## src/hdl/i2c_rtc_register_slave_assert.svh

```systemverilog
// Assertion macros for the I2C RTC register slave.
`ifndef I2C_RTC_REGISTER_SLAVE_ASSERT_SVH
`define I2C_RTC_REGISTER_SLAVE_ASSERT_SVH

// Check a consequent in the same cycle as its antecedent.
`define I2CRTC_ASSERT_SAME(label, ante, cons, msg) \
	label: assert property (@(posedge clk) disable iff (!arst_n) (ante) |-> (cons)) \
		else $error(msg);

// Check a consequent in the cycle after its antecedent.
`define I2CRTC_ASSERT_NEXT(label, ante, cons, msg) \
	label: assert property (@(posedge clk) disable iff (!arst_n) (ante) |=> (cons)) \
		else $error(msg);

`endif

```

## src/hdl/i2crtc_pkg.sv

```systemverilog
// Shared types and constants of the I2C RTC register slave.
package i2crtc_pkg;

	localparam int TIME_REGS     = 16;
	localparam int RAM_BYTES_DEF = 240;
	localparam logic [6:0] ADDR_RESET = 7'h50;
	localparam logic [7:0] REG_CTRL   = 8'd0;
	localparam logic [7:0] REG_RO_A   = 8'd1;
	localparam logic [7:0] REG_RO_B   = 8'd7;
	localparam int HALT_BIT = 7;

	typedef enum logic [3:0] {
		PH_IDLE,
		PH_ADDR,
		PH_ADDR_WACK,
		PH_ADDR_RACK,
		PH_PTR,
		PH_PTR_ACK,
		PH_WRITE,
		PH_WRITE_ACK,
		PH_READ,
		PH_READ_ACK
	} phase_t;

	typedef struct packed {
		logic       en;
		logic [7:0] addr;
		logic [7:0] data;
	} wr_req_t;

	typedef struct packed {
		logic       en;
		logic [7:0] addr;
	} rd_req_t;

	typedef struct packed {
		phase_t     phase;
		logic [3:0] bit_cnt;
		logic       use_fetch;
		logic [7:0] shift;
	} stat_t;

endpackage

```

## src/hdl/i2crtc_store.sv

```systemverilog
// Clock register bank, read snapshot and user RAM with registered fetch.
module i2crtc_store #(
	parameter int RAM_BYTES = i2crtc_pkg::RAM_BYTES_DEF
) (
	input  logic                 clk,
	input  logic                 arst_n,
	input  i2crtc_pkg::wr_req_t  wr,
	input  i2crtc_pkg::rd_req_t  rd,
	input  logic                 snap,
	output logic [7:0]           fetch_data,
	output logic                 halt
);

	localparam int CAW    = $clog2(i2crtc_pkg::TIME_REGS);
	localparam int RAM_AW = $clog2(RAM_BYTES);

	logic [7:0] bank_q [i2crtc_pkg::TIME_REGS];
	logic [7:0] copy_q [i2crtc_pkg::TIME_REGS];
	logic [7:0] ram_q  [RAM_BYTES];
	logic [RAM_BYTES-1:0] ram_vld_q;

	logic [7:0] copy_byte_q;
	logic [7:0] ram_rd_q;
	logic       copy_hit_q;
	logic       ram_hit_q;
	logic       halt_q;

	logic [7:0]        wr_off;
	logic [7:0]        rd_off;
	logic [RAM_AW-1:0] wr_idx;
	logic [RAM_AW-1:0] rd_idx;
	logic              wr_bank;
	logic              wr_ram;
	logic              rd_bank;
	logic              rd_ram;

	assign wr_off  = wr.addr - 8'(i2crtc_pkg::TIME_REGS);
	assign rd_off  = rd.addr - 8'(i2crtc_pkg::TIME_REGS);
	assign wr_idx  = wr_off[RAM_AW-1:0];
	assign rd_idx  = rd_off[RAM_AW-1:0];
	assign wr_bank = wr.addr < 8'(i2crtc_pkg::TIME_REGS);
	assign rd_bank = rd.addr < 8'(i2crtc_pkg::TIME_REGS);
	assign wr_ram  = !wr_bank && (wr_off < 8'(RAM_BYTES));
	assign rd_ram  = !rd_bank && (rd_off < 8'(RAM_BYTES));

	always_ff @(posedge clk or negedge arst_n) begin
		if (!arst_n) begin
			for (int i = 0; i < i2crtc_pkg::TIME_REGS; i++) begin
				bank_q[i] <= 8'd0;
				copy_q[i] <= 8'd0;
			end
			halt_q <= 1'b0;
		end else begin
			if (wr.en && wr_bank && wr.addr != i2crtc_pkg::REG_RO_A &&
				wr.addr != i2crtc_pkg::REG_RO_B) begin
				bank_q[wr.addr[CAW-1:0]] <= wr.data;
				if (wr.addr == i2crtc_pkg::REG_CTRL) begin
					halt_q <= wr.data[i2crtc_pkg::HALT_BIT];
				end
			end
			if (snap) begin
				for (int i = 0; i < i2crtc_pkg::TIME_REGS; i++) begin
					copy_q[i] <= (8'(i) == i2crtc_pkg::REG_RO_B) ? 8'd0 : bank_q[i];
				end
			end
		end
	end

	always_ff @(posedge clk or negedge arst_n) begin
		if (!arst_n) begin
			ram_vld_q  <= '0;
			copy_hit_q <= 1'b0;
			ram_hit_q  <= 1'b0;
		end else begin
			if (wr.en && wr_ram) begin
				ram_vld_q[wr_idx] <= 1'b1;
			end
			if (rd.en) begin
				copy_hit_q <= rd_bank;
				ram_hit_q  <= rd_ram && ram_vld_q[rd_idx];
			end
		end
	end

	always_ff @(posedge clk) begin
		if (wr.en && wr_ram) begin
			ram_q[wr_idx] <= wr.data;
		end
		if (rd.en && rd_ram) begin
			ram_rd_q <= ram_q[rd_idx];
		end
		if (rd.en && rd_bank) begin
			copy_byte_q <= copy_q[rd.addr[CAW-1:0]];
		end
	end

	assign fetch_data = copy_hit_q ? copy_byte_q : (ram_hit_q ? ram_rd_q : 8'd0);
	assign halt       = halt_q;

endmodule

```

## src/hdl/i2crtc_ctrl.sv

```systemverilog
// Bus state machine: line levels, start and stop detection, byte shifting, pointer.
module i2crtc_ctrl (
	input  logic                 clk,
	input  logic                 arst_n,
	input  logic                 ev,
	input  logic                 req_type,
	input  logic                 line_level,
	input  logic [6:0]           slave_address,
	output i2crtc_pkg::wr_req_t  wr,
	output i2crtc_pkg::rd_req_t  rd,
	output logic                 snap,
	output i2crtc_pkg::stat_t    stat
);

	i2crtc_pkg::phase_t phase_q, phase_d;
	logic [7:0] shift_q, shift_d;
	logic [3:0] bit_cnt_q, bit_cnt_d;
	logic [7:0] ptr_q, ptr_d;
	logic       use_fetch_q, use_fetch_d;
	logic       scl_q, scl_d;
	logic       sda_q, sda_d;

	logic       scl_rise;
	logic       sda_chg;
	logic       start;
	logic       stop;
	logic [7:0] wbyte;
	logic [7:0] shifted;
	logic [3:0] cnt_inc;
	logic       done;

	assign scl_rise = ev && !req_type && line_level && !scl_q;
	assign sda_chg  = ev && req_type && (line_level != sda_q);
	assign start    = sda_chg && scl_q && !line_level;
	assign stop     = sda_chg && scl_q && line_level;
	assign wbyte    = {slave_address, 1'b0};
	assign shifted  = shift_q | (8'({7'd0, sda_q}) << (3'd7 - bit_cnt_q[2:0]));
	assign cnt_inc  = bit_cnt_q + 4'd1;
	assign done     = cnt_inc[3];

	always_comb begin
		phase_d     = phase_q;
		shift_d     = shift_q;
		bit_cnt_d   = bit_cnt_q;
		ptr_d       = ptr_q;
		use_fetch_d = use_fetch_q;
		scl_d       = scl_q;
		sda_d       = sda_q;
		if (ev && !req_type) begin
			scl_d = line_level;
		end
		if (ev && req_type) begin
			sda_d = line_level;
		end
		if (scl_rise) begin
			case (phase_q)
				i2crtc_pkg::PH_ADDR: begin
					shift_d     = shifted;
					bit_cnt_d   = cnt_inc;
					use_fetch_d = 1'b0;
					if (done) begin
						if (shifted == wbyte) begin
							phase_d = i2crtc_pkg::PH_ADDR_WACK;
						end else if (shifted == (wbyte | 8'd1)) begin
							phase_d = i2crtc_pkg::PH_ADDR_RACK;
						end else begin
							phase_d = i2crtc_pkg::PH_IDLE;
						end
					end
				end
				i2crtc_pkg::PH_PTR: begin
					shift_d     = shifted;
					bit_cnt_d   = cnt_inc;
					use_fetch_d = 1'b0;
					if (done) begin
						phase_d = i2crtc_pkg::PH_PTR_ACK;
						ptr_d   = shifted;
					end
				end
				i2crtc_pkg::PH_WRITE: begin
					shift_d     = shifted;
					bit_cnt_d   = cnt_inc;
					use_fetch_d = 1'b0;
					if (done) begin
						phase_d = i2crtc_pkg::PH_WRITE_ACK;
						ptr_d   = ptr_q + 8'd1;
					end
				end
				i2crtc_pkg::PH_READ: begin
					bit_cnt_d = cnt_inc;
					if (done) begin
						phase_d = i2crtc_pkg::PH_READ_ACK;
					end
				end
				i2crtc_pkg::PH_READ_ACK: begin
					if (!sda_q) begin
						phase_d     = i2crtc_pkg::PH_READ;
						bit_cnt_d   = 4'd0;
						ptr_d       = ptr_q + 8'd1;
						use_fetch_d = 1'b1;
					end else begin
						phase_d = i2crtc_pkg::PH_IDLE;
					end
				end
				i2crtc_pkg::PH_ADDR_RACK: begin
					phase_d     = i2crtc_pkg::PH_READ;
					bit_cnt_d   = 4'd0;
					use_fetch_d = 1'b1;
				end
				i2crtc_pkg::PH_PTR_ACK, i2crtc_pkg::PH_WRITE_ACK: begin
					phase_d     = i2crtc_pkg::PH_WRITE;
					shift_d     = 8'd0;
					bit_cnt_d   = 4'd0;
					use_fetch_d = 1'b0;
				end
				i2crtc_pkg::PH_ADDR_WACK: begin
					phase_d     = i2crtc_pkg::PH_PTR;
					shift_d     = 8'd0;
					bit_cnt_d   = 4'd0;
					use_fetch_d = 1'b0;
				end
				default: begin
					phase_d = phase_q;
				end
			endcase
		end
		if (start) begin
			phase_d     = i2crtc_pkg::PH_ADDR;
			shift_d     = 8'd0;
			bit_cnt_d   = 4'd0;
			use_fetch_d = 1'b0;
		end else if (stop) begin
			phase_d = i2crtc_pkg::PH_IDLE;
		end
	end

	always_comb begin
		wr.en   = scl_rise && (phase_q == i2crtc_pkg::PH_WRITE) && done;
		wr.addr = ptr_q;
		wr.data = shifted;
		rd.en   = scl_rise && ((phase_q == i2crtc_pkg::PH_ADDR_RACK) ||
			((phase_q == i2crtc_pkg::PH_READ_ACK) && !sda_q));
		rd.addr = (phase_q == i2crtc_pkg::PH_READ_ACK) ? ptr_q + 8'd1 : ptr_q;
		snap    = start;
	end

	always_ff @(posedge clk or negedge arst_n) begin
		if (!arst_n) begin
			phase_q     <= i2crtc_pkg::PH_IDLE;
			shift_q     <= 8'd0;
			bit_cnt_q   <= 4'd0;
			ptr_q       <= 8'd0;
			use_fetch_q <= 1'b0;
			scl_q       <= 1'b1;
			sda_q       <= 1'b1;
		end else begin
			phase_q     <= phase_d;
			shift_q     <= shift_d;
			bit_cnt_q   <= bit_cnt_d;
			ptr_q       <= ptr_d;
			use_fetch_q <= use_fetch_d;
			scl_q       <= scl_d;
			sda_q       <= sda_d;
		end
	end

	assign stat.phase     = phase_q;
	assign stat.bit_cnt   = bit_cnt_q;
	assign stat.use_fetch = use_fetch_q;
	assign stat.shift     = shift_q;

endmodule

```

## src/hdl/i2c_rtc_register_slave.sv

```systemverilog
// Top level of the I2C RTC register slave: handshake pipeline and SDA drive output.
//
// Input channel (in_valid/in_ready) carries one bus line event: req_type selects
// SCL (0) or SDA (1), line_level is the new level of that line.
// Output channel (out_valid/out_ready) returns one result per event: sda_drive is
// the level the slave drives on SDA afterwards (1 = released), clock_halted is
// the halt flag from bit 7 of the control register.
// cfg_wr_en/cfg_wr_data set the 7-bit bus address; the user must write it only
// while idle; the block itself does no check. Pipeline: input register, state
// update with registered memory fetch, result register. One event per cycle is
// taken in steady state while out_ready is high.
// The user RAM is one write port and one registered read port; its entries read
// as zero until first written, tracked by a valid bit per entry.
// Reset clears the bus state, the clock registers, the halt flag and all valid
// bits, and sets the address to 0x50. When out_ready is low the result holds and
// up to two more events are taken before in_ready drops.
module i2c_rtc_register_slave #(
	parameter int RAM_BYTES = i2crtc_pkg::RAM_BYTES_DEF
) (
	input  logic       clk,
	input  logic       arst_n,
	input  logic       in_valid,
	output logic       in_ready,
	input  logic       req_type,
	input  logic       line_level,
	output logic       out_valid,
	input  logic       out_ready,
	output logic       sda_drive,
	output logic       clock_halted,
	input  logic       cfg_wr_en,
	input  logic [6:0] cfg_wr_data
);

	`include "i2c_rtc_register_slave_assert.svh"

	logic [6:0] slave_addr_q;
	logic       valid_s1;
	logic       req_s1;
	logic       lvl_s1;
	logic       valid_s2;
	logic       out_valid_q;
	logic       sda_drive_q;
	logic       halt_out_q;

	logic       out_adv;
	logic       s1_go;
	logic       s2_adv;
	logic       ev;
	logic       drive;
	logic [7:0] byte_eff;
	logic [7:0] fetch_data;
	logic       halt;

	i2crtc_pkg::wr_req_t wr_req;
	i2crtc_pkg::rd_req_t rd_req;
	i2crtc_pkg::stat_t   stat;
	logic                snap;

	assign out_adv  = !out_valid_q || out_ready;
	assign s1_go    = !valid_s2 || out_adv;
	assign s2_adv   = valid_s2 && out_adv;
	assign ev       = valid_s1 && s1_go;
	assign in_ready = !valid_s1 || s1_go;

	always_ff @(posedge clk or negedge arst_n) begin
		if (!arst_n) begin
			slave_addr_q <= i2crtc_pkg::ADDR_RESET;
			valid_s1     <= 1'b0;
			valid_s2     <= 1'b0;
			out_valid_q  <= 1'b0;
		end else begin
			if (cfg_wr_en) begin
				slave_addr_q <= cfg_wr_data;
			end
			if (in_ready) begin
				valid_s1 <= in_valid;
			end
			if (s1_go) begin
				valid_s2 <= valid_s1;
			end
			if (out_adv) begin
				out_valid_q <= valid_s2;
			end
		end
	end

	always_ff @(posedge clk) begin
		if (in_ready && in_valid) begin
			req_s1 <= req_type;
			lvl_s1 <= line_level;
		end
		if (s2_adv) begin
			sda_drive_q <= drive;
			halt_out_q  <= halt;
		end
	end

	i2crtc_ctrl u_ctrl (
		.clk           (clk),
		.arst_n        (arst_n),
		.ev            (ev),
		.req_type      (req_s1),
		.line_level    (lvl_s1),
		.slave_address (slave_addr_q),
		.wr            (wr_req),
		.rd            (rd_req),
		.snap          (snap),
		.stat          (stat)
	);

	i2crtc_store #(
		.RAM_BYTES (RAM_BYTES)
	) u_store (
		.clk        (clk),
		.arst_n     (arst_n),
		.wr         (wr_req),
		.rd         (rd_req),
		.snap       (snap),
		.fetch_data (fetch_data),
		.halt       (halt)
	);

	assign byte_eff = stat.use_fetch ? fetch_data : stat.shift;

	always_comb begin
		case (stat.phase) inside
			i2crtc_pkg::PH_READ: begin
				drive = byte_eff[3'd7 - stat.bit_cnt[2:0]];
			end
			i2crtc_pkg::PH_ADDR_WACK, i2crtc_pkg::PH_ADDR_RACK, i2crtc_pkg::PH_PTR_ACK,
			i2crtc_pkg::PH_WRITE_ACK, i2crtc_pkg::PH_READ_ACK: begin
				drive = 1'b0;
			end
			default: begin
				drive = 1'b1;
			end
		endcase
	end

	assign out_valid    = out_valid_q;
	assign sda_drive    = sda_drive_q;
	assign clock_halted = halt_out_q;

	`I2CRTC_ASSERT_SAME(a_store_in_write, wr_req.en, (stat.phase == i2crtc_pkg::PH_WRITE) && (stat.bit_cnt == 4'd7), "store outside write byte end")
	`I2CRTC_ASSERT_NEXT(a_fetch_to_read, rd_req.en, (stat.phase == i2crtc_pkg::PH_READ) && stat.use_fetch, "fetch not followed by read phase")
	`I2CRTC_ASSERT_NEXT(a_start_addr, snap, (stat.phase == i2crtc_pkg::PH_ADDR) && (stat.bit_cnt == 4'd0), "start not followed by address phase")
	`I2CRTC_ASSERT_NEXT(a_out_hold, out_valid_q && !out_ready, out_valid_q && $stable(sda_drive_q) && $stable(halt_out_q), "stalled result changed")

endmodule
```

## config.mk

```make
export PLATFORM = sky130hd
export DESIGN_NAME = i2c_rtc_register_slave
export DESIGN_NICKNAME = d
export VERILOG_FILES = /design/src/hdl/i2crtc_pkg.sv /design/src/hdl/i2crtc_store.sv /design/src/hdl/i2crtc_ctrl.sv /design/src/hdl/i2c_rtc_register_slave.sv
export VERILOG_INCLUDE_DIRS = /design/src /design/src/hdl
export SDC_FILE = /design/constraint.sdc
export NUM_CORES = 2
export LEC_CHECK = 0
export BUFFER_PORTS_ARGS = -buffer_cell sky130_fd_sc_hd__buf_4
export CORE_ASPECT_RATIO = 0.5
export CORE_MARGIN = 1
export CORE_UTILIZATION = 57
export CTS_CLUSTER_SIZE = 12
export DETAILED_ROUTE_END_ITERATION = 10
export HOLD_SLACK_MARGIN = 0.05
export MAX_ROUTING_LAYER = met4
export PLACE_DENSITY = 0.8
export SYNTH_ARGS = -nofsm -noshare
export SYNTH_HDL_FRONTEND = slang
export SYNTH_SLANG_ARGS = --single-unit
```

## constraint.sdc

```tcl
create_clock -name clk -period 4.55 [get_ports clk]
set_input_delay 0.91 -clock clk [delete_from_list [all_inputs] [get_ports clk]]
set_output_delay 0.91 -clock clk [all_outputs]
set_load 0.02 [all_outputs]
```

==> qor.csv <==
metric,value,unit
status,"finished, violations left",
failing checks,"design-rule violations, negative setup slack",
Synth Net Count,7294,
Final Cell Area,119000,um2
CP Max Fanout,33,
Initial Util,57.4,%
most common cell in the netlist,edfxtp_1,
Synth Cell Area,105000,um2
Top delay family on crit path,compound AO/OA/AOI/OAI gates,
number of nets in the layout,7696,
grt total ovfl,0,
Clock Skew,0.0539,ns
Top-Level Pins,18,
Yosys top cell area share,55.4,%
overall power,45.9,mW
# port buffers,17,
post-route setup slack,-0.188,ns
core box area,183000,um2
Syn-to-layout area delta,13.0,%
DIE WIDTH,609,um
DRT iter0 DRCs,13695,
Critical Path AT,5.47,ns
critical path startpoint category,flop,
final critical-path required period,4.74,ns
worst hold path class,in2reg,
crit path cell chain,nor4bb_4 -> buf_4 -> buf_12 -> a21boi_2 -> nor2_4 -> buf_12 -> nor2_2 -> nand2_1 -> o21ai_0 -> nor2_1 -> a31oi_1 -> o2bb2ai_1,
Rows,111,
Placed Instances,9863,
ys flop type,edfxtp_1,
initial antenna violation count,22,
CTS Buf Count,233,
layout cell share with drive strength beyond 1,20.1,%
drt total wl,334000,um
Critical Path Most Common Cell,buf_12,
die area,186000,um2
Placed Area,112000,um2
Post-Layout Cell Count,10323,
wire per inst,32.3,um
Clock Path Buffers,4,
Vias,72381,
Avg Inst Size Synth,14.4,um2
setup TNS,-0.733,ns
WP buf/inv,3,
total of max-cap violations,0,
Clock transition at path regs,0.06,ns
worst-margin pin slew,1.41,ns
first-pass GRT wire length,475000,um
period utilization,104,%
vias in the first global route,69027,
Final HPWL DP,211000,um
GRT Util Overall,36.2,%
VDD IR max,486,uV
CP Capture Type,flop,
synth cell count leaders,"edfxtp_1 (1940), mux2i_1 (741), nand2_1 (690)",
residual DRC count,4,
CTS H-tree depth,4,
final hold vios,0,
largest net degree at the start of global routing,146,
max-slew violations,0,
async set-reset flop share out of synthesis,21.1,%
"Seq/Total Area, Yosys",67.8,%
Synth area leader,edfxtp_1,
worst endpoint required time,5.28,ns
Setup CP Type,reg2reg,
final setup violation count,7,
synthesized flop and latch total,2460,
"slowest stage delay, CP",0.78,ns
Die H,306,um
Post-synth EDFFs,1940,
Slew HR,6.02,%
CTS tree,built,
library cells used by synthesis,103,
drt first pass iters,11,
Post-DRT Antenna Nets,0,
Synth Warn #,0,
Mapped Cells,7275,
Peak Freq,211,MHz
worst skew pair latency,0.90,ns
"worst slack, placed",-0.304,ns
slowest CP cell,nor2_2,
top post-synthesis cells by area,"edfxtp_1 (55%), dfrtp_1 (12%), mux2i_1 (7.1%)",
gp weighted congestion,1.03,
CTS Sinks,2460,
Root Driver,clkbuf_16,
Pwr Density,386,nW/um2
P_leak,45.2,nW
Vias/cell,7.01,
[placed cells by master, fill, tap and decap left out, drive strengths merged, types with 23 or more instances in the layout]
master,n
edfxtp,1940
mux2i,742
buf,701
nand2,693
dfrtp,516
clkbuf,420
nor2,312
a21oi,265
or2,251
o21ai,246
mux2,174
mux4,161
nand3,143
o22ai,135
o221ai,134
nor3,116
nor2b,114
a31oi,109
a211oi,84
a2111oi,66
a22oi,55
nand4,46
a221oi,42
nor4,35
a32oi,33
nand2b,24
inv,24
diode,23
[cell type report]
cell class                      instances  area, um2
Antenna cell                           23       57.6
Clock buffer                          420       6630
Clock inverter                          9        158
Fill cell                           12318      64400
Inverter                               22        138
Multi-Input combinational cell       4258      31400
Sequential cell                      2460      71300
Tap cell                             2429       3040
Timing Repair Buffer                  702       6040
[repair_timing]
item	in CTS	in global routing
setup endpoints to repair	3	8
resized for setup	8	16
gates cloned	0	1
pin swaps	0	2
hold buffers	1	0
endpoints found under the hold margin	2	0
setup buffers	0	6
[power by group]
group	internal [mW]	total [mW]	leakage, nW	switching (mW)
sequential	25.4	25.5	26.8	0.0594
combinational	0.301	2.24	15.1	1.94
clock	9.86	18.1	3.22	8.28
total	35.6	45.9	45.2	10.3
[metal layers]
layer  wire length [um]  global-route usage (%)  part of all wire, %
met4              17200                    15.5                  5.2
met1             117000                    47.2                   35
met3              57000                    13.9                   17
met5                  0                       -                    0
met2             143000                    50.9                   43
[state kept, by name (all words and copies together) (netlist names)]
register             cells
u_ctrl.phase_q           4
sda_drive                1
clock_halted             1
out_valid                1
valid_s2                 1
u_store.halt             1
lvl_s1                   1
u_ctrl.use_fetch_q       1
slave_addr_q             7
u_store.ram_rd_q         8
valid_s1                 1
u_store.copy_hit_q       1
u_ctrl.shift_q           8
req_s1                   1
u_store.ram_q         1920
u_ctrl.bit_cnt_q         4
u_store.copy_byte_q      8
u_store.ram_hit_q        1
u_store.copy_q         120
u_store.ram_vld_q      240
u_store.bank_q         120
u_ctrl.ptr_q             8
u_ctrl.sda_q             1
u_ctrl.scl_q             1
[path summary, 6_finish.rpt]
path	start	to	slack, ns	depth (start not counted)
max	u_ctrl.phase_q[0]$_DFFE_PN0P_	u_store.ram_rd_q[4]$_DFFE_PP_	-0.19	12
min	line_level	lvl_s1$_DFFE_PP_	0.21	1
max reg2reg	u_ctrl.phase_q[0]$_DFFE_PN0P_	u_store.ram_rd_q[4]$_DFFE_PP_	-0.19	12
min reg2reg	u_store.bank_q[113]$_DFFE_PN0P_	u_store.bank_q[113]$_DFFE_PN0P_	0.37	0
max in group asynchronous	arst_n	u_store.ram_vld_q[120]$_DFFE_PN0P_	2.85	3
min in group asynchronous	arst_n	u_store.copy_q[110]$_DFFE_PN0N_	0.63	2
[per-stage QoR]
stage / hold slack (ns) / util, %
after floorplan: 0.419 / -
after global placement: 0.360 / 61.0
after detailed placement: 0.362 / 61.0
after CTS: 0.182 / 64.7
after global routing: 0.196 / 64.8
final: 0.211 / 64.8
[cell families after synthesis]
group           Yosys count  share of synthesized area (%)
mux                    1077                           12.4
flops                  2460                           67.8
xor+xnor                 20                          0.192
simple gates           1819                           8.25
compound gates         1336                           8.57
fa+ha+maj                 5                         0.0595
buf+inv                 558                           2.72
Note: power is estimated with default switching activity, not from simulation.
